### src/hdl/nmi_pkg.sv
// Shared constants for the normalized mutual information block.
`timescale 1ns / 1ps
`default_nettype none
package nmi_pkg;
    // Parameter defaults
    localparam int DEF_MAX_STATES  = 64;
    localparam int DEF_MAX_SAMPLES = 65536;
    localparam int DEF_FRAC_BITS   = 16;

    // Fixed port widths
    localparam int LABEL_W = 7;
    localparam int NMI_W   = 17;
    localparam int TOTAL_W = 17;

    // Quotient fraction bits of the result
    localparam int OUT_FRAC = 16;

    // Log2 mantissa is Q1.31 in a 32-bit word, exponent counts down from 31
    localparam int MANT_W = 32;
    localparam int EXP_W  = 5;
endpackage
`default_nettype wire

### src/hdl/nmi_log2.sv
// Iterative x*log2(x) unit: normalize, square per fraction bit, final multiply.
`timescale 1ns / 1ps
`default_nettype none
module nmi_log2 #(
    parameter int CW        = 17,
    parameter int FRAC_BITS = 16,
    parameter int PW        = CW + $clog2(CW) + FRAC_BITS
) (
    input  wire logic          aclk,
    input  wire logic          aresetn,
    input  wire logic          start,
    input  wire logic [CW-1:0] x,
    output logic               done,
    output logic [PW-1:0]      xlogx
);
    import nmi_pkg::*;

    localparam int EW  = $clog2(CW);
    localparam int LW  = EW + FRAC_BITS;
    localparam int CNW = $clog2(FRAC_BITS);

    localparam logic [1:0] LG_IDLE = 2'd0;
    localparam logic [1:0] LG_NORM = 2'd1;
    localparam logic [1:0] LG_SQ   = 2'd2;
    localparam logic [1:0] LG_MUL  = 2'd3;

    logic [1:0]           state_reg;
    logic [CW-1:0]        x_reg;
    logic [MANT_W-1:0]    m_reg;
    logic [EXP_W-1:0]     e_reg;
    logic [FRAC_BITS-1:0] frac_reg;
    logic [CNW-1:0]       cnt_reg;
    logic                 done_reg;
    logic [PW-1:0]        prod_reg;

    logic [2*MANT_W-1:0]  sq;
    logic [MANT_W:0]      sq_hi;
    logic [LW-1:0]        lval;

    // Square the mantissa and keep Q1.31 plus one overflow bit
    assign sq    = {{MANT_W{1'b0}}, m_reg} * {{MANT_W{1'b0}}, m_reg};
    assign sq_hi = sq[2*MANT_W-1:MANT_W-1];
    assign lval  = {e_reg[EW-1:0], frac_reg};

    always_ff @(posedge aclk) begin
        if (!aresetn) begin
            state_reg <= LG_IDLE;
            done_reg  <= 1'b0;
        end else begin
            done_reg <= 1'b0;
            unique case (state_reg)
                LG_IDLE: begin
                    if (start) begin
                        x_reg     <= x;
                        m_reg     <= MANT_W'(x);
                        e_reg     <= EXP_W'(MANT_W - 1);
                        state_reg <= LG_NORM;
                    end
                end
                // one bit of left shift per cycle until the leading one is at the top
                LG_NORM: begin
                    if (m_reg[MANT_W-1]) begin
                        cnt_reg   <= '0;
                        state_reg <= LG_SQ;
                    end else begin
                        m_reg <= {m_reg[MANT_W-2:0], 1'b0};
                        e_reg <= e_reg - 1'b1;
                    end
                end
                // one fraction bit per cycle, MSB first
                LG_SQ: begin
                    frac_reg <= {frac_reg[FRAC_BITS-2:0], sq_hi[MANT_W]};
                    m_reg    <= sq_hi[MANT_W] ? sq_hi[MANT_W:1] : sq_hi[MANT_W-1:0];
                    cnt_reg  <= cnt_reg + 1'b1;
                    if (cnt_reg == CNW'(FRAC_BITS - 1)) begin
                        state_reg <= LG_MUL;
                    end
                end
                LG_MUL: begin
                    prod_reg  <= PW'(x_reg) * PW'(lval);
                    done_reg  <= 1'b1;
                    state_reg <= LG_IDLE;
                end
                default: state_reg <= LG_IDLE;
            endcase
        end
    end

    assign done  = done_reg;
    assign xlogx = prod_reg;
endmodule
`default_nettype wire

### config.mk
export PLATFORM = sky130hd
export DESIGN_NAME = nmi_log2
export DESIGN_NICKNAME = d
export VERILOG_FILES = /design/src/hdl/nmi_pkg.sv /design/src/hdl/nmi_log2.sv
export SDC_FILE = /design/constraint.sdc
export NUM_CORES = 2
export LEC_CHECK = 0
export ABC_AREA = 1
export BUFFER_PORTS_ARGS = -buffer_cell sky130_fd_sc_hd__buf_2
export CORE_AREA = 2 2 299 301
export CTS_CLUSTER_SIZE = 40
export DETAILED_ROUTE_END_ITERATION = 7
export DIE_AREA = 0 0 301 303
export GPL_ROUTABILITY_DRIVEN = 0
export GPL_TIMING_DRIVEN = 1
export PLACE_DENSITY = 0.76
export SLEW_MARGIN = 20
export SYNTH_ARGS = -nofsm -noshare
export SYNTH_HDL_FRONTEND = slang
export SYNTH_SLANG_ARGS = --single-unit
export TNS_END_PERCENT = 20
### constraint.sdc
create_clock -name aclk -period 22.7 [get_ports aclk]
set_clock_uncertainty 0.1 [all_clocks]
set_input_delay 1.135 -clock aclk [delete_from_list [all_inputs] [get_ports aclk]]
set_output_delay 1.135 -clock aclk [all_outputs]
set_load 0.05 [all_outputs]
# Yosys cells after proc, flatten, opt, wreduce, memory -nomap -nowiden
# Cells that the tools add are included.
# op_classes
mul	2
n_eq_ne	8
n_addsub	2
mux	14
reduce_logical	12
# op_table
op	count
$mux 32	3
$pmux 32 s3	1
$mul 32x32->64	1
$mul 17x21->38	1
$reduce_and 3->1	4
$mux 5	2
$pmux 5 s2	1
$ne 2x2->1 const B	4
$pmux 2 s4	1
$pmux 4 s2	1
$reduce_and 4->1	2
$mux 2	3
$sub 5x1->5 const B	1
$add 4x1->4 const B	1
$eq 2x2->1 const B	2
$eq 4x4->1 const B	1
$mux 4	1
$reduce_and 2->1	2
$reduce_bool 2->1	2
$reduce_bool 3->1	1
$eq 2x1->1 const B	1
$logic_not 2->1	1
$mux 1	1
# totals
out_inout_bits	39
word_cells	47
register_bits	115
in_bits	20

# Logic depth before layout (Yosys ltp)
# depth
ltp_word	3
mapped_depth	37
ltp_nobuf	34

# Worst setup path after synthesis
# No wires, ideal clock.
# synth_timing
path_kind	register to register
startpoint	reg m_reg[14]
endpoint	reg m_reg[26], data pin
setup_time_ns	0.270
stages_incl_launch_ff	32
required_time_ns	22.330
path_slack_ns	15.512
t_arrival_ns	6.817
n_path_buf	3
synth_period_minus_slack_ns	7.188
cell_sequence	edfxtp_1 > clkbuf_1 > buf_1 > nand2_1 > fa_1 > inv_1 > fa_1 > inv_1 > fa_1 > fa_1 > inv_1 > fa_1 > inv_1 > fa_1 > inv_1 > fa_1 > fa_1 > ha_1 > nand2_1 > nor2_1 > nand2_1 > nor2_1 > nand2_1 > nand2_2 > nand2_2 > nand2_1 > nand2_1 > nand2_2 > buf_6 > nand2_1 > nand3_1 > a21oi_1
# synth_via
elab_chain_cells	3
# synth_lines
element	line	source
start, declared	nmi_log2.sv:29	logic [MANT_W-1:0] m_reg;
start signal, assigned	nmi_log2.sv:55	m_reg <= MANT_W'(x);
start signal, assigned	nmi_log2.sv:66	m_reg <= {m_reg[MANT_W-2:0], 1'b0};
start signal, assigned	nmi_log2.sv:73	m_reg <= sq_hi[MANT_W] ? sq_hi[MANT_W:1] : sq_hi[MANT_W-1:0];
$mul 32x32->64	nmi_log2.sv:41	assign sq = {{MANT_W{1'b0}}, m_reg} * {{MANT_W{1'b0}}, m_reg};
$mux 32	nmi_log2.sv:73	
$pmux 32 s3	nmi_log2.sv:51	unique case (state_reg)
# Every way passes these cells.
# A chain may end at the register's enable or synchronous reset.

# Final worst setup path
# layout_timing
startpoint	reg m_reg[13]
endpoint	reg m_reg[24], data pin
# The elaborated chain is that of the path after synthesis.

==> flow_summary.html <==
<table>
<tr><th>Metric</th><th>Value</th></tr>
<tr><th colspan="2">Clocking</th></tr>
<tr><td>Clock root buffer</td><td>sky130_fd_sc_hd__clkbuf_16</td></tr>
<tr><td>TritonCTS buffer count</td><td>17</td></tr>
<tr><td>Clock tree buffer depth</td><td>2</td></tr>
<tr><td>CTS-repair resized insts</td><td>0</td></tr>
<tr><td>CTS H-tree depth</td><td>4</td></tr>
<tr><td>Clk sink count</td><td>115</td></tr>
<tr><td>Hold-fix buffer count after cts</td><td>0</td></tr>
<tr><td>Setup bufs post-CTS</td><td>0</td></tr>
<tr><td>Skew-Pair Late Insertion Delay</td><td>450 ps</td></tr>
<tr><td>Clock tree from TritonCTS</td><td>yes</td></tr>
<tr><td>Clock-pin slew reported for the worst setup and hold paths after clock tree synthesis</td><td>70 ps</td></tr>
<tr><th colspan="2">Critical path</th></tr>
<tr><td>Critical-path top delay cell</td><td>sky130_fd_sc_hd__edfxtp_1</td></tr>
<tr><td>Worst path most repeated cell</td><td>sky130_fd_sc_hd__nand2_1</td></tr>
<tr><td>CP Launch Type</td><td>register</td></tr>
<tr><td>Maximum net fanout on the critical path</td><td>30</td></tr>
<tr><td>Nature of the critical path endpoint</td><td>register</td></tr>
<tr><td>Worst path required time</td><td>22770 ps</td></tr>
<tr><td>Stage delay of the slowest cell on the critical path</td><td>1070 ps</td></tr>
<tr><td>Data arrival time of the worst path</td><td>8640 ps</td></tr>
<tr><td>Critical path class</td><td>register to register</td></tr>
<tr><th colspan="2">Die</th></tr>
<tr><td>I/O pin total</td><td>59</td></tr>
<tr><td>Full die area</td><td>0.0912 sq mm</td></tr>
<tr><td>Core ar.</td><td>0.0880 sq mm</td></tr>
<tr><td>Width of the die</td><td>301 um</td></tr>
<tr><td>Site row count</td><td>109</td></tr>
<tr><td>Y dimension of the die</td><td>303 um</td></tr>
<tr><td>Initial cell density of the core</td><td>54.6%</td></tr>
<tr><th colspan="2">Logic synthesis</th></tr>
<tr><td>Synth Cell Area</td><td>0.0480 sq mm</td></tr>
<tr><td>Synth Instances</td><td>5988</td></tr>
<tr><td>Sequential element share of the synthesized area</td><td>7.13%</td></tr>
<tr><td>Syn Nets</td><td>7502</td></tr>
<tr><td>Dominant cells by area after synthesis</td><td>sky130_fd_sc_hd__fa_1 (45%), sky130_fd_sc_hd__inv_1 (15%), sky130_fd_sc_hd__nand2_1 (12%), sky130_fd_sc_hd__ha_1 (11%), sky130_fd_sc_hd__edfxtp_1 (7.0%)</td></tr>
<tr><td>Most numerous cell in the Yosys netlist</td><td>sky130_fd_sc_hd__inv_1</td></tr>
<tr><td>FF+latch count, synth</td><td>115</td></tr>
<tr><td>EDFF count, synth</td><td>112</td></tr>
<tr><td>Synth area leader</td><td>sky130_fd_sc_hd__fa_1</td></tr>
<tr><td>Share of the synthesized area in the top cell type</td><td>44.8%</td></tr>
<tr><td>Avg Synthesized Cell Area</td><td>8.02 sq um</td></tr>
<tr><td>FFs w/ async S/R, synth</td><td>0%</td></tr>
<tr><td>Number of distinct standard cells referenced by the synthesized netlist</td><td>50</td></tr>
<tr><td>Most frequent cells after synthesis</td><td>sky130_fd_sc_hd__inv_1 (1935), sky130_fd_sc_hd__nand2_1 (1532), sky130_fd_sc_hd__fa_1 (1075)</td></tr>
<tr><td>Number of warnings printed during yosys synthesis</td><td>0</td></tr>
<tr><td>Most instantiated flip-flop cell in the synthesis netlist</td><td>sky130_fd_sc_hd__edfxtp_1</td></tr>
<tr><th colspan="2">Global routing</th></tr>
<tr><td>Number of global-route vias before repair</td><td>38.6k</td></tr>
<tr><td>Residual overflow from global routing</td><td>0</td></tr>
<tr><td>Initial antenna violation count</td><td>2</td></tr>
<tr><td>Maximum number of pins on one net before global-route repair</td><td>39</td></tr>
<tr><td>First-pass GRT wire length</td><td>199000 um</td></tr>
<tr><td>Overall routing resource usage</td><td>27.8%</td></tr>
<tr><th colspan="2">STA</th></tr>
<tr><td>Setup repair after global routing missed its margin</td><td>no</td></tr>
<tr><td>Final count of negative-setup-slack endpoints</td><td>0</td></tr>
<tr><td>Minimum clock period</td><td>8570 ps</td></tr>
<tr><td>Share of the clock period used by the worst path</td><td>37.8%</td></tr>
<tr><td>Hold Violations, Final</td><td>0</td></tr>
<tr><td>Slew HR</td><td>27.2%</td></tr>
<tr><td>Final count of pins violating max slew</td><td>0</td></tr>
<tr><td>Highest clock frequency the design can meet</td><td>117 MHz</td></tr>
<tr><td>Pin slew with the least headroom to its limit</td><td>1090 ps</td></tr>
<tr><td>Sum of negative setup slack</td><td>0 ps</td></tr>
<tr><th colspan="2">Routing</th></tr>
<tr><td>Average wire length per cell after detail routing</td><td>17.0 um</td></tr>
<tr><td>Detailed router's first-iteration violation count</td><td>3411</td></tr>
<tr><td>Number of iterations in the first detailed-routing pass</td><td>8</td></tr>
<tr><td>Via count</td><td>36.6k</td></tr>
<tr><td>Number of design rule violations left after detail routing</td><td>2</td></tr>
<tr><td>Post-DR vias/cell</td><td>5.17</td></tr>
<tr><td>Remaining antenna violation count after routing</td><td>0</td></tr>
<tr><td>Overall routed net length</td><td>120000 um</td></tr>
<tr><th colspan="2">Cells and area</th></tr>
<tr><td>Layout overhead on the synthesized area</td><td>3.78%</td></tr>
<tr><td>Max FFs per register</td><td>38</td></tr>
<tr><td>Number of filler cells placed in the layout</td><td>7785</td></tr>
<tr><td>Net count reported at finish</td><td>7414</td></tr>
<tr><td>Share of cells above drive strength 1</td><td>2.91%</td></tr>
<tr><th colspan="2">Outcome</th></tr>
<tr><td>Violations in the final reports</td><td>DRC</td></tr>
<tr><td>Status</td><td>complete, but fails checks</td></tr>
<tr><th colspan="2">Min path</th></tr>
<tr><td>Type of the tightest min-delay check</td><td>register to register</td></tr>
<tr><th colspan="2">Run</th></tr>
<tr><td>Max-cap viol count</td><td>0</td></tr>
<tr><th colspan="2">Place</th></tr>
<tr><td>Number of port buffers</td><td>58</td></tr>
<tr><td>HPWL reported at the end of detailed placement</td><td>98800 um</td></tr>
</table>
area by class of cell:
cell class                      instances  area (sq um)  area share (%)
Tap cell                             1165          1460            2.93
Timing Repair Buffer                  101           613            1.23
Clock buffer                           17           425           0.854
Antenna cell                            1          2.50         0.00502
Sequential cell                       115          3420            6.87
Multi-Input combinational cell       3727         36500            73.2
Clock inverter                         15           135           0.271
Inverter                             1938          7270            14.6
routing by layer:
layer  part of all wire [%]  GRT usage (%)  up-vias  wire length (um)
met5                  0.013              0        -                16
met4                    3.5           8.73        2              4210
met3                    9.7           4.37      279             11600
met2                     46           45.0     1698             55500
met1                     41           38.6    17900             48800
li1                       -              -    16700                 -
cells by family (layout without fill, tap and decap cells):
| kind of cell | Yosys count | count (layout) | share of synthesized area [%] |
|---|---|---|---|
| XOR/XNOR | 85 | 85 | 1.55 |
| other | 0 | 1 | 0 |
| flip-flops | 115 | 115 | 7.13 |
| AND/OR/NAND/NOR | 1882 | 1882 | 15.5 |
| buffers and inverters | 2146 | 2071 | 16.9 |
| adder cells (fa/ha/maj) | 1494 | 1494 | 55.8 |
| AO/OA/AOI/OAI | 266 | 266 | 3.15 |
per-stage QoR:
step | instance area [sq um] | hold slack, ps | instances | util, % | setup WS [ps]
floorplan | 48000 | 324 | 5988 | - | 15510
global placement | 49200 | 435 | 7046 | 56.0 | 14400
detailed placement | 49200 | 450 | 7046 | 56.0 | 14260
CTS | 49800 | 459 | 7078 | 56.6 | 14220
global route | 49800 | 515 | 7078 | 56.6 | 13740
finish | 49800 | 458 | 7079 | 56.6 | 14130
final timing paths:
path                              startpoint            to  slack, ps  cells past startpoint
worst min register to register  state_reg[1]  state_reg[1]        460                      2
worst max register to register     m_reg[13]     m_reg[24]      14130                     34
worst max-delay path               m_reg[13]     m_reg[24]      14130                     34
worst min-delay path            state_reg[1]  state_reg[1]        460                      2
worst max-delay path: cells and delay by family (launching register included):
kind | cells | cell delay (ps)
compound gates | 2 | 250
xor+xnor | 1 | 210
fa+ha+maj | 9 | 4090
buf+inv | 7 | 730
flops | 1 | 1070
simple gates | 15 | 1810
layout by cell type (no fill, tap or decap), types with 4 or more instances in the layout:
master                      Yosys  final
sky130_fd_sc_hd__inv_1       1935   1935
sky130_fd_sc_hd__nand2_1     1532   1532
sky130_fd_sc_hd__fa_1        1075   1075
sky130_fd_sc_hd__ha_1         419    419
sky130_fd_sc_hd__nor2_1       165    165
sky130_fd_sc_hd__a21oi_1      138    138
sky130_fd_sc_hd__edfxtp_1     112    112
sky130_fd_sc_hd__nand3_1       91     91
sky130_fd_sc_hd__buf_2          6     58
sky130_fd_sc_hd__o21ai_0       56     56
sky130_fd_sc_hd__xor2_1        54     54
sky130_fd_sc_hd__buf_4          0     43
sky130_fd_sc_hd__xnor2_1       31     31
sky130_fd_sc_hd__o21bai_1      25     25
sky130_fd_sc_hd__nand3b_1      21     21
sky130_fd_sc_hd__nand4_1       20     20
sky130_fd_sc_hd__clkbuf_16      0     17
sky130_fd_sc_hd__nor3_1        16     16
sky130_fd_sc_hd__nand2_2        9      9
sky130_fd_sc_hd__a31o_2         6      6
sky130_fd_sc_hd__a21o_1         6      6
sky130_fd_sc_hd__or2_2          6      6
sky130_fd_sc_hd__nor4_1         6      6
sky130_fd_sc_hd__inv_6          0      6
sky130_fd_sc_hd__o21ai_1        5      5
sky130_fd_sc_hd__a31oi_1        5      5
sky130_fd_sc_hd__o21a_1         4      4
sky130_fd_sc_hd__a21oi_2        4      4
sky130_fd_sc_hd__inv_8          0      4
Power is not shown: default switching activity piles up to over one toggle a cycle in this logic, so the estimate is an artifact.
