===== config.mk =====
export PLATFORM = sky130hd
export DESIGN_NAME = nmi_div
export DESIGN_NICKNAME = d
export VERILOG_FILES = /design/src/hdl/nmi_pkg.sv /design/src/hdl/nmi_div.sv
export SDC_FILE = /design/constraint.sdc
export NUM_CORES = 1
export LEC_CHECK = 0
export BUFFER_PORTS_ARGS = -buffer_cell sky130_fd_sc_hd__buf_4
export CAP_MARGIN = 20
export CORE_MARGIN = 4
export CORE_UTILIZATION = 55
export DETAILED_ROUTE_END_ITERATION = 10
export PLACE_DENSITY = 0.8
export SLEW_MARGIN = 20
export SYNTH_ARGS = -nofsm -noshare
export SYNTH_HDL_FRONTEND = slang
export SYNTH_SLANG_ARGS = --single-unit

===== constraint.sdc =====
create_clock -name aclk -period 9.35 [get_ports aclk]
set_clock_uncertainty 0.15 [all_clocks]
set_input_delay 0.4675 -clock aclk [delete_from_list [all_inputs] [get_ports aclk]]
set_output_delay 0.4675 -clock aclk [all_outputs]
set_load 0.01 [all_outputs]

===== src/hdl/nmi_pkg.sv =====
// Shared constants for the normalized mutual information block.
`timescale 1ns / 1ps
`default_nettype none
package nmi_pkg;
    // Parameter defaults
    localparam int DEF_MAX_STATES  = 64;
    localparam int DEF_MAX_SAMPLES = 65536;
    localparam int DEF_FRAC_BITS   = 16;

    // Fixed port widths
    localparam int LABEL_W = 7;
    localparam int NMI_W   = 17;
    localparam int TOTAL_W = 17;

    // Quotient fraction bits of the result
    localparam int OUT_FRAC = 16;

    // Log2 mantissa is Q1.31 in a 32-bit word, exponent counts down from 31
    localparam int MANT_W = 32;
    localparam int EXP_W  = 5;
endpackage
`default_nettype wire


===== src/hdl/nmi_div.sv =====
// Restoring divider, one quotient bit per cycle, for num < den.
`timescale 1ns / 1ps
`default_nettype none
module nmi_div #(
    parameter int NW = 40
) (
    input  wire logic                          aclk,
    input  wire logic                          aresetn,
    input  wire logic                          start,
    input  wire logic [NW-1:0]                 num,
    input  wire logic [NW-1:0]                 den,
    output logic                               done,
    output logic [nmi_pkg::OUT_FRAC-1:0]       quot
);
    import nmi_pkg::*;

    localparam int CNW = $clog2(OUT_FRAC);

    logic              busy_reg;
    logic              done_reg;
    logic [NW:0]       rem_reg;
    logic [NW-1:0]     den_reg;
    logic [OUT_FRAC-1:0] q_reg;
    logic [CNW-1:0]    cnt_reg;

    logic [NW:0]       rem2;
    logic              ge;

    assign rem2 = {rem_reg[NW-1:0], 1'b0};
    assign ge   = rem2 >= {1'b0, den_reg};

    always_ff @(posedge aclk) begin
        if (!aresetn) begin
            busy_reg <= 1'b0;
            done_reg <= 1'b0;
        end else begin
            done_reg <= 1'b0;
            if (start && !busy_reg) begin
                rem_reg  <= {1'b0, num};
                den_reg  <= den;
                q_reg    <= '0;
                cnt_reg  <= '0;
                busy_reg <= 1'b1;
            end else if (busy_reg) begin
                rem_reg <= ge ? rem2 - {1'b0, den_reg} : rem2;
                q_reg   <= {q_reg[OUT_FRAC-2:0], ge};
                cnt_reg <= cnt_reg + 1'b1;
                if (cnt_reg == CNW'(OUT_FRAC - 1)) begin
                    busy_reg <= 1'b0;
                    done_reg <= 1'b1;
                end
            end
        end
    end

    assign done = done_reg;
    assign quot = q_reg;
endmodule
`default_nettype wire


### Word-level counts from Yosys, hierarchy flattened

Index checks and enable logic that the tools add are counted.

| operators by class | value |
|---|---|
| order comparisons | 1 |
| reduce and logical (&&, ||, !) cells | 6 |
| bitwise gates (word level) | 2 |
| add/sub/neg operators | 2 |
| equal/unequal tests | 1 |
| multiplexer cells | 9 |

Operators by type and width:

| cell | count |
|---|---|
| $mux W40 | 3 |
| $ge A41 B40 Y1 | 1 |
| $sub A40 B40 Y40 | 1 |
| $mux W16 | 1 |
| $add A4 B1 Y4 const B | 1 |
| $eq A4 B4 Y1 const B | 1 |
| $mux W1 | 4 |
| $mux W4 | 1 |
| $reduce_and A2 Y1 | 2 |
| $reduce_or A3 Y1 | 1 |
| $not A1 Y1 | 2 |
| $reduce_bool A2 Y1 | 1 |
| $logic_and A1 B1 Y1 | 1 |
| $logic_not A1 Y1 | 1 |

| word-level totals | value |
|---|---|
| output and inout bits | 17 |
| word-level logic and storage cells | 27 |
| bits in registers | 102 |

### Longest topological paths before layout

Gate-level depths: netlist of run 1.

| logic depth | value |
|---|---|
| word-level depth | 4 |
| mapped depth | 14 |
| mapped depth without buffers | 11 |

### Least setup slack after synthesis of run 1

Ideal clock, no wire load.

| timing | value |
|---|---|
| path type | input -> register |
| from | in start |
| to | reg cnt_reg[0] (enable) |
| cell stages on the path | 2 |
| data required time | 8.720 ns |
| buffers on the path | 0 |
| slack | 5.664 ns |
| data arrival time | 3.056 ns |
| path through | nor2_1 -> nor2_1 |

| between the ends | value |
|---|---|
| word-level cells in the longest chain between the ends | 3 |

RTL lines:

| item | RTL line | text |
|---|---|---|
| start, declared | nmi_div.sv:9 | `input wire logic start,` |
| $logic_and A1 B1 Y1 | nmi_div.sv:38 | `if (start && !busy_reg) begin` |
| $reduce_bool A2 Y1 (no line) | n/a |  |
| $reduce_and A2 Y1 (no line) | n/a |  |
| end signal, assigned | nmi_div.sv:47 | `cnt_reg <= cnt_reg + 1'b1;` |
| end, declared | nmi_div.sv:24 | `logic [CNW-1:0] cnt_reg;` |

Every way passes these cells.
A chain may end at the register's enable or synchronous reset.

### Final worst setup path of run 1

| timing | value |
|---|---|
| from | reg rem_reg[25] |
| to | reg rem_reg[36] (data pin) |

| between the ends | value |
|---|---|
| word-level cells in the longest chain between the ends | 4 |
| elaborated cells on any way between the ends | 5 |

RTL lines:

| item | RTL line | text |
|---|---|---|
| start, declared | nmi_div.sv:21 | `logic [NW:0] rem_reg;` |
| start signal, assigned | nmi_div.sv:39 | `rem_reg <= {1'b0, num};` |
| start signal, assigned | nmi_div.sv:45 | `rem_reg <= ge ? rem2 - {1'b0, den_reg} : rem2;` |
| $sub A40 B40 Y40 / $ge A41 B40 Y1 (equally long branches) | nmi_div.sv:45, nmi_div.sv:30 |  |
| $mux W40 * | nmi_div.sv:45 |  |
| $mux W40 * | nmi_div.sv:44 | `end else if (busy_reg) begin` |
| $mux W40 * | nmi_div.sv:38 |  |

Every way passes the cells marked *; elsewhere a longest branch is shown, timed or not. The select of a mux whose other input is x is not followed.

==> results.json, run 1 <==
{
  "design.die.area_mm2": 0.0137,
  "cts.root.buffer_cell": "sky130_fd_sc_hd__clkbuf_16",
  "worst_path_largest_cell_delay_ps": 600,
  "postCtsHoldBufs": 0,
  "timing.reg2reg.worst_path_depth": 10,
  "initial_core_util_pct": 56.7,
  "syn-num-nets": 800,
  "worst_hold_startpoint": "den[33]",
  "finish.net_count": 876,
  "placed_cell_count": 883,
  "ys_warn_count": 0,
  "slew_headroom_pct": 52.1,
  "timing.final.hold_violations": 0,
  "worstReg2RegEnd": "rem_reg[36]",
  "end_kind": "flip-flop",
  "grt_max_degree": 75,
  "synth_area_leaders": "sky130_fd_sc_hd__edfxtp_1, sky130_fd_sc_hd__ha_1, sky130_fd_sc_hd__a21oi_1, sky130_fd_sc_hd__nor2_1, sky130_fd_sc_hd__xnor2_1",
  "port-buffer-count": 99,
  "crit_slowest_cell": "sky130_fd_sc_hd__buf_4",
  "core_area_mm2": 0.0115,
  "die_height_um": 117,
  "global_route_wire_length_before_repair_um": 24400,
  "drt_wl_total_um": 15200,
  "via_count": 5273,
  "start_kind": "flip-flop",
  "io-pin-count": 100,
  "yosys.area.top_type": "sky130_fd_sc_hd__edfxtp_1",
  "timing_worst_setup_path_type": "reg -> reg",
  "clock_insertion_delay_worst_skew_ps": 360,
  "timing.critical_path.from": "rem_reg[25]",
  "rsz_0062_raised_after_global_routing": "no",
  "design_power_total_mw": 1.38,
  "post_synth_inst_count": 675,
  "count_leader_synth": "sky130_fd_sc_hd__edfxtp_1",
  "crit-reg2reg-launch": "rem_reg[25]",
  "synth.cell_area_mm2": 0.00653,
  "max-clock-path-buffers": 2,
  "detailedRoute.firstIterationViolations": 330,
  "worst-r2r-setup-slack_ps": 5780,
  "antenna_found_initial": 0,
  "grtUsageTotal_pct": 22.7,
  "detailedRoute.firstPassIterationCount": 5,
  "share_of_synthesized_area_occupied_by_flip_flops_and_latches_pct": 46.6,
  "cell_mode_on_critical_path": "sky130_fd_sc_hd__a21o_1",
  "totalNegativeSetupSlack_ps": 0,
  "drt_drc_violations_left": 0,
  "diodes": 0,
  "wire_per_inst_um": 16.9,
  "syn2layout_area_growth_pct": 17.1,
  "synth_top_cell_area_share_pct": 46.0,
  "min_period_over_period_pct": 38.1,
  "cts.repair_timing.setup_buffer_count": 0,
  "hpwl_after_dpl_um": 10900,
  "first_global_vias": 5220,
  "numCtsBuffers": 9,
  "max-cap-violations": 0,
  "layoutNonFillerInstCount": 899,
  "htreeDepth": 3,
  "drive_above_1_share_pct": 17.1,
  "synth-seq-cells": 102,
  "power.density_mw_per_mm2": 180,
  "endpoint": "rem_reg[36]",
  "layout.filler_cells": 924,
  "critPathArrivalTime_ps": 3510,
  "dominantRegCellSynth": "sky130_fd_sc_hd__edfxtp_1",
  "x_dimension_of_the_die_um": 117,
  "drtAntennaViolNets": 0,
  "highest_fanout_seen_on_the_critical_path": 66,
  "synth_enable_flop_cells": 100,
  "post_synth_num_cell_types": 52,
  "cellLeakagePower_nw": 3.20,
  "critical_path_required_ps": 9300,
  "synthArstFlopShare_pct": 0,
  "slew_viol_final": 0,
  "synthTopCellsByCount": "sky130_fd_sc_hd__edfxtp_1, sky130_fd_sc_hd__a21oi_1, sky130_fd_sc_hd__nor2_1, sky130_fd_sc_hd__inv_1, sky130_fd_sc_hd__ha_1",
  "rows": 39,
  "gp_congestion": 0.927,
  "setup_viol_count_final": 0,
  "layout_min_cycle_time_ps": 3570,
  "status": "finished clean",
  "postCtsResizedCells": 0,
  "worst_slew_pin_slew_ps": 718,
  "cts.sinks": 102,
  "hold_path_class": "in -> reg",
  "cts_tree": "done",
  "via_per_inst": 5.87,
  "avgSynthCellArea_um2": 9.67,
  "timing.critical_path.cells": "ha_1 -> a21o_1 -> a21o_1 -> a21o_1 -> a311o_1 -> a21o_1 -> a31oi_4 -> buf_4 -> nand2b_1 -> o21ai_0",
  "max_clk_rate_mhz": 280,
  "path_clk_slew_ps": 80,
  "vdd_ir_drop_max_v": 0.000142,
  "grt.overflow.total": 0
}
[cell usage in the layout, fill, tap and decap left out, types with 7 or more instances in the layout]
| cell | count |
|---|---|
| sky130_fd_sc_hd__a21o_1 | 23 |
| sky130_fd_sc_hd__a21oi_1 | 94 |
| sky130_fd_sc_hd__a31oi_1 | 12 |
| sky130_fd_sc_hd__and2_1 | 19 |
| sky130_fd_sc_hd__and3_1 | 9 |
| sky130_fd_sc_hd__buf_4 | 103 |
| sky130_fd_sc_hd__clkbuf_16 | 9 |
| sky130_fd_sc_hd__edfxtp_1 | 100 |
| sky130_fd_sc_hd__ha_1 | 41 |
| sky130_fd_sc_hd__inv_1 | 49 |
| sky130_fd_sc_hd__mux2i_1 | 9 |
| sky130_fd_sc_hd__nand2_1 | 33 |
| sky130_fd_sc_hd__nand3_1 | 12 |
| sky130_fd_sc_hd__nand4_1 | 12 |
| sky130_fd_sc_hd__nor2_1 | 68 |
| sky130_fd_sc_hd__nor2b_1 | 8 |
| sky130_fd_sc_hd__o21a_1 | 7 |
| sky130_fd_sc_hd__o21ai_0 | 37 |
| sky130_fd_sc_hd__xnor2_1 | 25 |
| sky130_fd_sc_hd__xor2_1 | 13 |
[routing by layer]
metal  global-route usage, %  wire, µm  vias up
met2                    38.2      7300      200
met4                    8.03       308        0
met5                       0         0        -
li1                        -         -     2583
met3                    4.94      1030       26
met1                    29.1      6550     2464
[metrics by stage]
stage          setup slack, ps  hold slack, ps  area [µm²]  utilization [%]
5_1_grt                   5550             115        7650             66.4
2_1_floorplan             5660             330        6530                -
4_1_cts                   5810             116        7650             66.4
3_3_place_gp              5930             370        7320             63.5
3_5_place_dp              5830             384        7350             63.8
6_report                  5780             128        7650             66.4
[report_power, final]
part	total [mW]	internal (mW)	switching [mW]	leakage [nW]
Sequential	0.574	0.555	0.0189	0.962
Clock	0.388	0.212	0.176	0.147
Combinational	0.415	0.178	0.237	2.09
Total	1.38	0.946	0.432	3.20
[cell type report]
type / count / area, µm² / share of cell area [%]
clock buffer: 11 / 233 / 3.04
clock inverter: 5 / 67.6 / 0.884
inverter: 49 / 184 / 2.41
multi-input combinational: 485 / 3140 / 41.1
sequential: 102 / 3040 / 39.8
tap: 143 / 179 / 2.34
timing repair buffer: 104 / 801 / 10.5
[worst max-delay path, delay by kind of cell (launching register included)]
family | cells | cell delay (ps)
and+or+nand+nor | 1 | 310
adders and majority gates | 1 | 420
buffers and inverters | 1 | 600
AOI/OAI and AO/OA | 7 | 1400
DFF | 1 | 400
[worst min-delay path by stage]
stage	endpoint	slack (ps)	cells past startpoint
after floorplan	done	330	2
after global placement	done	370	2
after detailed placement	done	380	2
after CTS	den_reg[33]	120	1
after global routing	den_reg[35]	120	1
final	den_reg[33]	130	1
[cells by family (layout without fill, tap and decap cells)]
| group | after synthesis | in the layout | share of synthesized area (%) |
|---|---|---|---|
| flip-flops | 102 | 102 | 46.6 |
| adder cells (fa/ha/maj) | 42 | 42 | 8.16 |
| AND/OR/NAND/NOR | 185 | 185 | 13.7 |
| multiplexers | 9 | 9 | 1.38 |
| AO/OA/AOI/OAI | 211 | 211 | 19.4 |
| buffers and inverters | 88 | 169 | 5.63 |
| XOR/XNOR | 38 | 38 | 5.10 |
Note: power is estimated with default switching activity, not from simulation.
==> run 2, diff against run 1 <==
--- a/config.mk
+++ b/config.mk
@@ -5,10 +5,11 @@
 export SDC_FILE = /design/constraint.sdc
 export NUM_CORES = 1
 export LEC_CHECK = 0
+export ABC_AREA = 1
 export BUFFER_PORTS_ARGS = -buffer_cell sky130_fd_sc_hd__buf_4
 export CAP_MARGIN = 20
 export CORE_MARGIN = 4
-export CORE_UTILIZATION = 55
+export CORE_UTILIZATION = 54
 export DETAILED_ROUTE_END_ITERATION = 10
 export PLACE_DENSITY = 0.8
 export SLEW_MARGIN = 20
==> constraint.sdc (replaced) <==
create_clock -name aclk -period 2.9 [get_ports aclk]
set_clock_uncertainty 0.15 [all_clocks]
set_input_delay 0.145 -clock aclk [delete_from_list [all_inputs] [get_ports aclk]]
set_output_delay 0.145 -clock aclk [all_outputs]
set_load 0.01 [all_outputs]
==> run 2 against run 1 <==
Net effect: via count up 42%; register-to-register slack worse by 5600 ps; total power rose to 3.7 times the previous value; critical endpoint is now rem_reg[23]; maximum frequency up 30%; flip-flop and latch count unchanged; sequential share of layout area down 9.3 points; clock-buffer cell count down 1; die area up 20%; largest power group is now combinational cells; hold slack worse by 50 ps.
==> results.json, run 2 <==
{
  "holdWs_ps": 78.0,
  "finish.net_count": 1430,
  "clock_insertion_delay_worst_skew_ps": 360,
  "worst_path_largest_cell_delay_ps": 420,
  "drt_wl_total_um": 22800,
  "slew_viol_final": 0,
  "path_clk_slew_ps": 80,
  "share_of_synthesized_area_occupied_by_flip_flops_and_latches_pct": 38.9,
  "synth-seq-cells": 102,
  "worst_hold_startpoint": "num[0]",
  "power.density_mw_per_mm2": 515,
  "worst-r2r-setup-slack_ps": 160,
  "p_switching_mw": 1.91,
  "drive_above_1_share_pct": 14.0,
  "synth_enable_flop_cells": 100,
  "cell_mode_on_critical_path": "sky130_fd_sc_hd__nand2_1",
  "timing.critical_path.cells": "ha_1 -> nand2_1 -> nor2_2 -> nand2_1 -> nor2_2 -> nand3_2 -> nand3_4 -> nor2_8 -> nand2_8 -> buf_4 -> nand2_1 -> nand3_1 -> nand2_1",
  "wire_per_inst_um": 15.3,
  "min_period_over_period_pct": 94.4,
  "yosys.area.top_type": "sky130_fd_sc_hd__edfxtp_1",
  "totalNegativeSetupSlack_ps": 0,
  "global_route_wire_length_before_repair_um": 37400,
  "timing.final.hold_violations": 0,
  "design.die.area_mm2": 0.0165,
  "synth_top_cell_area_share_pct": 38.4,
  "mostFrequentLayoutCells": "sky130_fd_sc_hd__nand2_1, sky130_fd_sc_hd__inv_1, sky130_fd_sc_hd__buf_4, sky130_fd_sc_hd__edfxtp_1, sky130_fd_sc_hd__nor2_1",
  "x_dimension_of_the_die_um": 128,
  "min_to": "rem_reg[0]",
  "cellInternalPower_mw": 3.22,
  "worst_slew_pin_slew_ps": 637,
  "avgSynthCellArea_um2": 6.99,
  "layout_min_cycle_time_ps": 2740,
  "drt_drc_violations_left": 0,
  "max-cap-violations": 0,
  "diodes": 0,
  "numCtsBuffers": 9,
  "pwr-share-seq_pct": 36.8,
  "adder_cell_share_of_the_synthesized_area_pct": 6.81,
  "first_global_vias": 7428,
  "cts.root.buffer_cell": "sky130_fd_sc_hd__clkbuf_16",
  "io-pin-count": 100,
  "placed_area_mm2": 0.00887,
  "dominantRegCellSynth": "sky130_fd_sc_hd__edfxtp_1",
  "post_synth_inst_count": 1119,
  "post_synth_and_or_nand_nor_area_fraction_pct": 37.2,
  "via_count": 7497,
  "detailedRoute.firstIterationViolations": 689,
  "multiplexer_area_fraction_after_synthesis_pct": 0,
  "timing_worst_setup_path_type": "reg -> reg",
  "status": "finished clean",
  "synthTopCellsByCount": "sky130_fd_sc_hd__nand2_1, sky130_fd_sc_hd__inv_1, sky130_fd_sc_hd__edfxtp_1, sky130_fd_sc_hd__nor2_1, sky130_fd_sc_hd__nand3_1",
  "crit_slowest_cell": "sky130_fd_sc_hd__edfxtp_1",
  "drtAntennaViolNets": 0,
  "synth_area_leaders": "sky130_fd_sc_hd__edfxtp_1, sky130_fd_sc_hd__nand2_1, sky130_fd_sc_hd__inv_1, sky130_fd_sc_hd__ha_1, sky130_fd_sc_hd__nor2_1",
  "setup_viol_count_final": 0,
  "hold_path_class": "in -> reg",
  "worstReg2RegEnd": "rem_reg[23]",
  "vdd_ir_drop_max_v": 0.000350,
  "antenna_found_initial": 0,
  "detailedRoute.firstPassIterationCount": 6,
  "rsz_0062_raised_after_global_routing": "no",
  "gp_congestion": 0.980,
  "ys_warn_count": 0,
  "synth_xor_xnor_area_share_pct": 2.24,
  "rows": 43,
  "htreeDepth": 3,
  "grtUsageTotal_pct": 28.6,
  "grt.overflow.total": 0,
  "count_leader_synth": "sky130_fd_sc_hd__nand2_1",
  "timing.reg2reg.worst_path_depth": 13,
  "layout.filler_cells": 1147,
  "slew_headroom_pct": 57.5,
  "fin_util_pct": 71.1,
  "critical_path_required_ps": 2860,
  "syn-num-nets": 1244,
  "synth_top_family_by_area": "simple AND/OR/NAND/NOR gates",
  "worstHoldPathCells": 3,
  "initial_core_util_pct": 55.7,
  "pwr-share-comb_pct": 39.4,
  "hpwl_after_dpl_um": 16800,
  "die_height_um": 128,
  "crit-reg2reg-launch": "rem_reg[21]",
  "via_per_inst": 5.03,
  "synth_compound_gate_area_share_pct": 2.78,
  "power.clock.fraction_pct": 23.9,
  "highest_fanout_seen_on_the_critical_path": 13,
  "syn2layout_area_growth_pct": 27.6,
  "port-buffer-count": 99,
  "ff_latch_area_mm2": 0.00304,
  "synthArstFlopShare_pct": 0,
  "cts.sinks": 102,
  "end_kind": "flip-flop",
  "post_synth_num_cell_types": 39,
  "start_kind": "flip-flop",
  "grt_max_degree": 58,
  "max-clock-path-buffers": 2,
  "max_clk_rate_mhz": 365,
  "cts_tree": "done",
  "synth.cell_area_mm2": 0.00782,
  "core_area_mm2": 0.0140,
  "final_common_cell": "sky130_fd_sc_hd__nand2_1",
  "cellLeakagePower_nw": 5.20,
  "fin_area_mm2": 0.00998,
  "multi_input_comb_area_mm2": 0.00389,
  "p_sw_share_pct": 37.3,
  "critPathArrivalTime_ps": 2700
}
[run 2: changes by cell type after synthesis, moves of 11 or more]
cell                       previous run  this run
sky130_fd_sc_hd__xor2_1              13         1
sky130_fd_sc_hd__nand4_1             12         1
sky130_fd_sc_hd__and2_1              19         1
sky130_fd_sc_hd__a21o_1              23         0
sky130_fd_sc_hd__o21ai_0             37         7
sky130_fd_sc_hd__inv_1               49       207
sky130_fd_sc_hd__nand2_1             33       455
sky130_fd_sc_hd__a31oi_1             12         1
sky130_fd_sc_hd__clkbuf_1            29         8
sky130_fd_sc_hd__a21oi_1             94        25
sky130_fd_sc_hd__nor2_1              70        86
sky130_fd_sc_hd__nand3_1             12        63
sky130_fd_sc_hd__nand3b_1             0        32
sky130_fd_sc_hd__nand2_2              0        16
[run 2: worst max-delay path, delay by kind of cell (launching register included)]
family,cells,cell delay [ps]
flip-flops,1,420
adder cells (fa/ha/maj),1,370
AND/OR/NAND/NOR,11,1320
buffers and inverters,1,230
[run 2: kinds of logic after synthesis]
kind of cell | after synthesis
AND/OR/NAND/NOR | 677
XOR/XNOR | 20
adder cells (fa/ha/maj) | 42
buffers and inverters | 238
AO/OA/AOI/OAI | 40
flip-flops | 102
[run 2: cell type report]
type                            count  share of cell area [%]
Sequential cell                   102                    30.5
Multi-Input combinational cell    779                    38.9
Clock inverter                      6                   0.627
Inverter                          219                    8.24
Timing Repair Buffer              194                    17.2
Tap cell                          180                    2.26
Clock buffer                       10                    2.29
[run 2: per-layer routing]
metal	up-vias	global-route usage [%]	wire length, µm
li1	3806	-	-
met1	3398	38.2	10100
met2	248	47.2	10600
met3	45	5.52	1480
met4	0	9.18	617
met5	-	0	0
[run 2: timing repair]
action | in CTS | in global routing
endpoints found under the hold margin | 81 | 0
hold buffers | 80 | 0
endpoints found under the setup margin | 0 | 20
setup buffers | 0 | 0
resized for setup | 0 | 4
[run 2: power by group through the flow]
stage | Sequential, mW | Clock, mW | Combinational, mW
CTS | 1.88 | 1.23 | 1.99
global placement | 1.91 | 0 | 1.85
finish | 1.89 | 1.23 | 2.02
detailed placement | 1.91 | 0 | 1.89
floorplan | 1.91 | 0 | 1.35
global route | 1.90 | 1.30 | 2.27
[run 2: stage by stage]
| stage | setup slack, ps | std cells | power, mW |
|---|---|---|---|
| 6_report | 162 | 1490 | 5.14 |
| 4_1_cts | 140 | 1490 | 5.11 |
| 3_5_place_dp | 197 | 1394 | 3.81 |
| 3_3_place_gp | 113 | 1393 | 3.77 |
| 5_1_grt | 7.33 | 1490 | 5.48 |
| 2_1_floorplan | 344 | 1119 | 3.26 |
[run 2: worst max path at each step]
stage,from,endpoint,slack (ps),cells after the start
after floorplan,busy_reg,den_reg[0],340,4
after global placement,rem_reg[24],rem_reg[0],110,12
after detailed placement,rem_reg[24],rem_reg[0],200,12
after CTS,rem_reg[24],rem_reg[0],140,12
after global routing,rem_reg[9],rem_reg[20],7,13
final,rem_reg[21],rem_reg[23],160,13
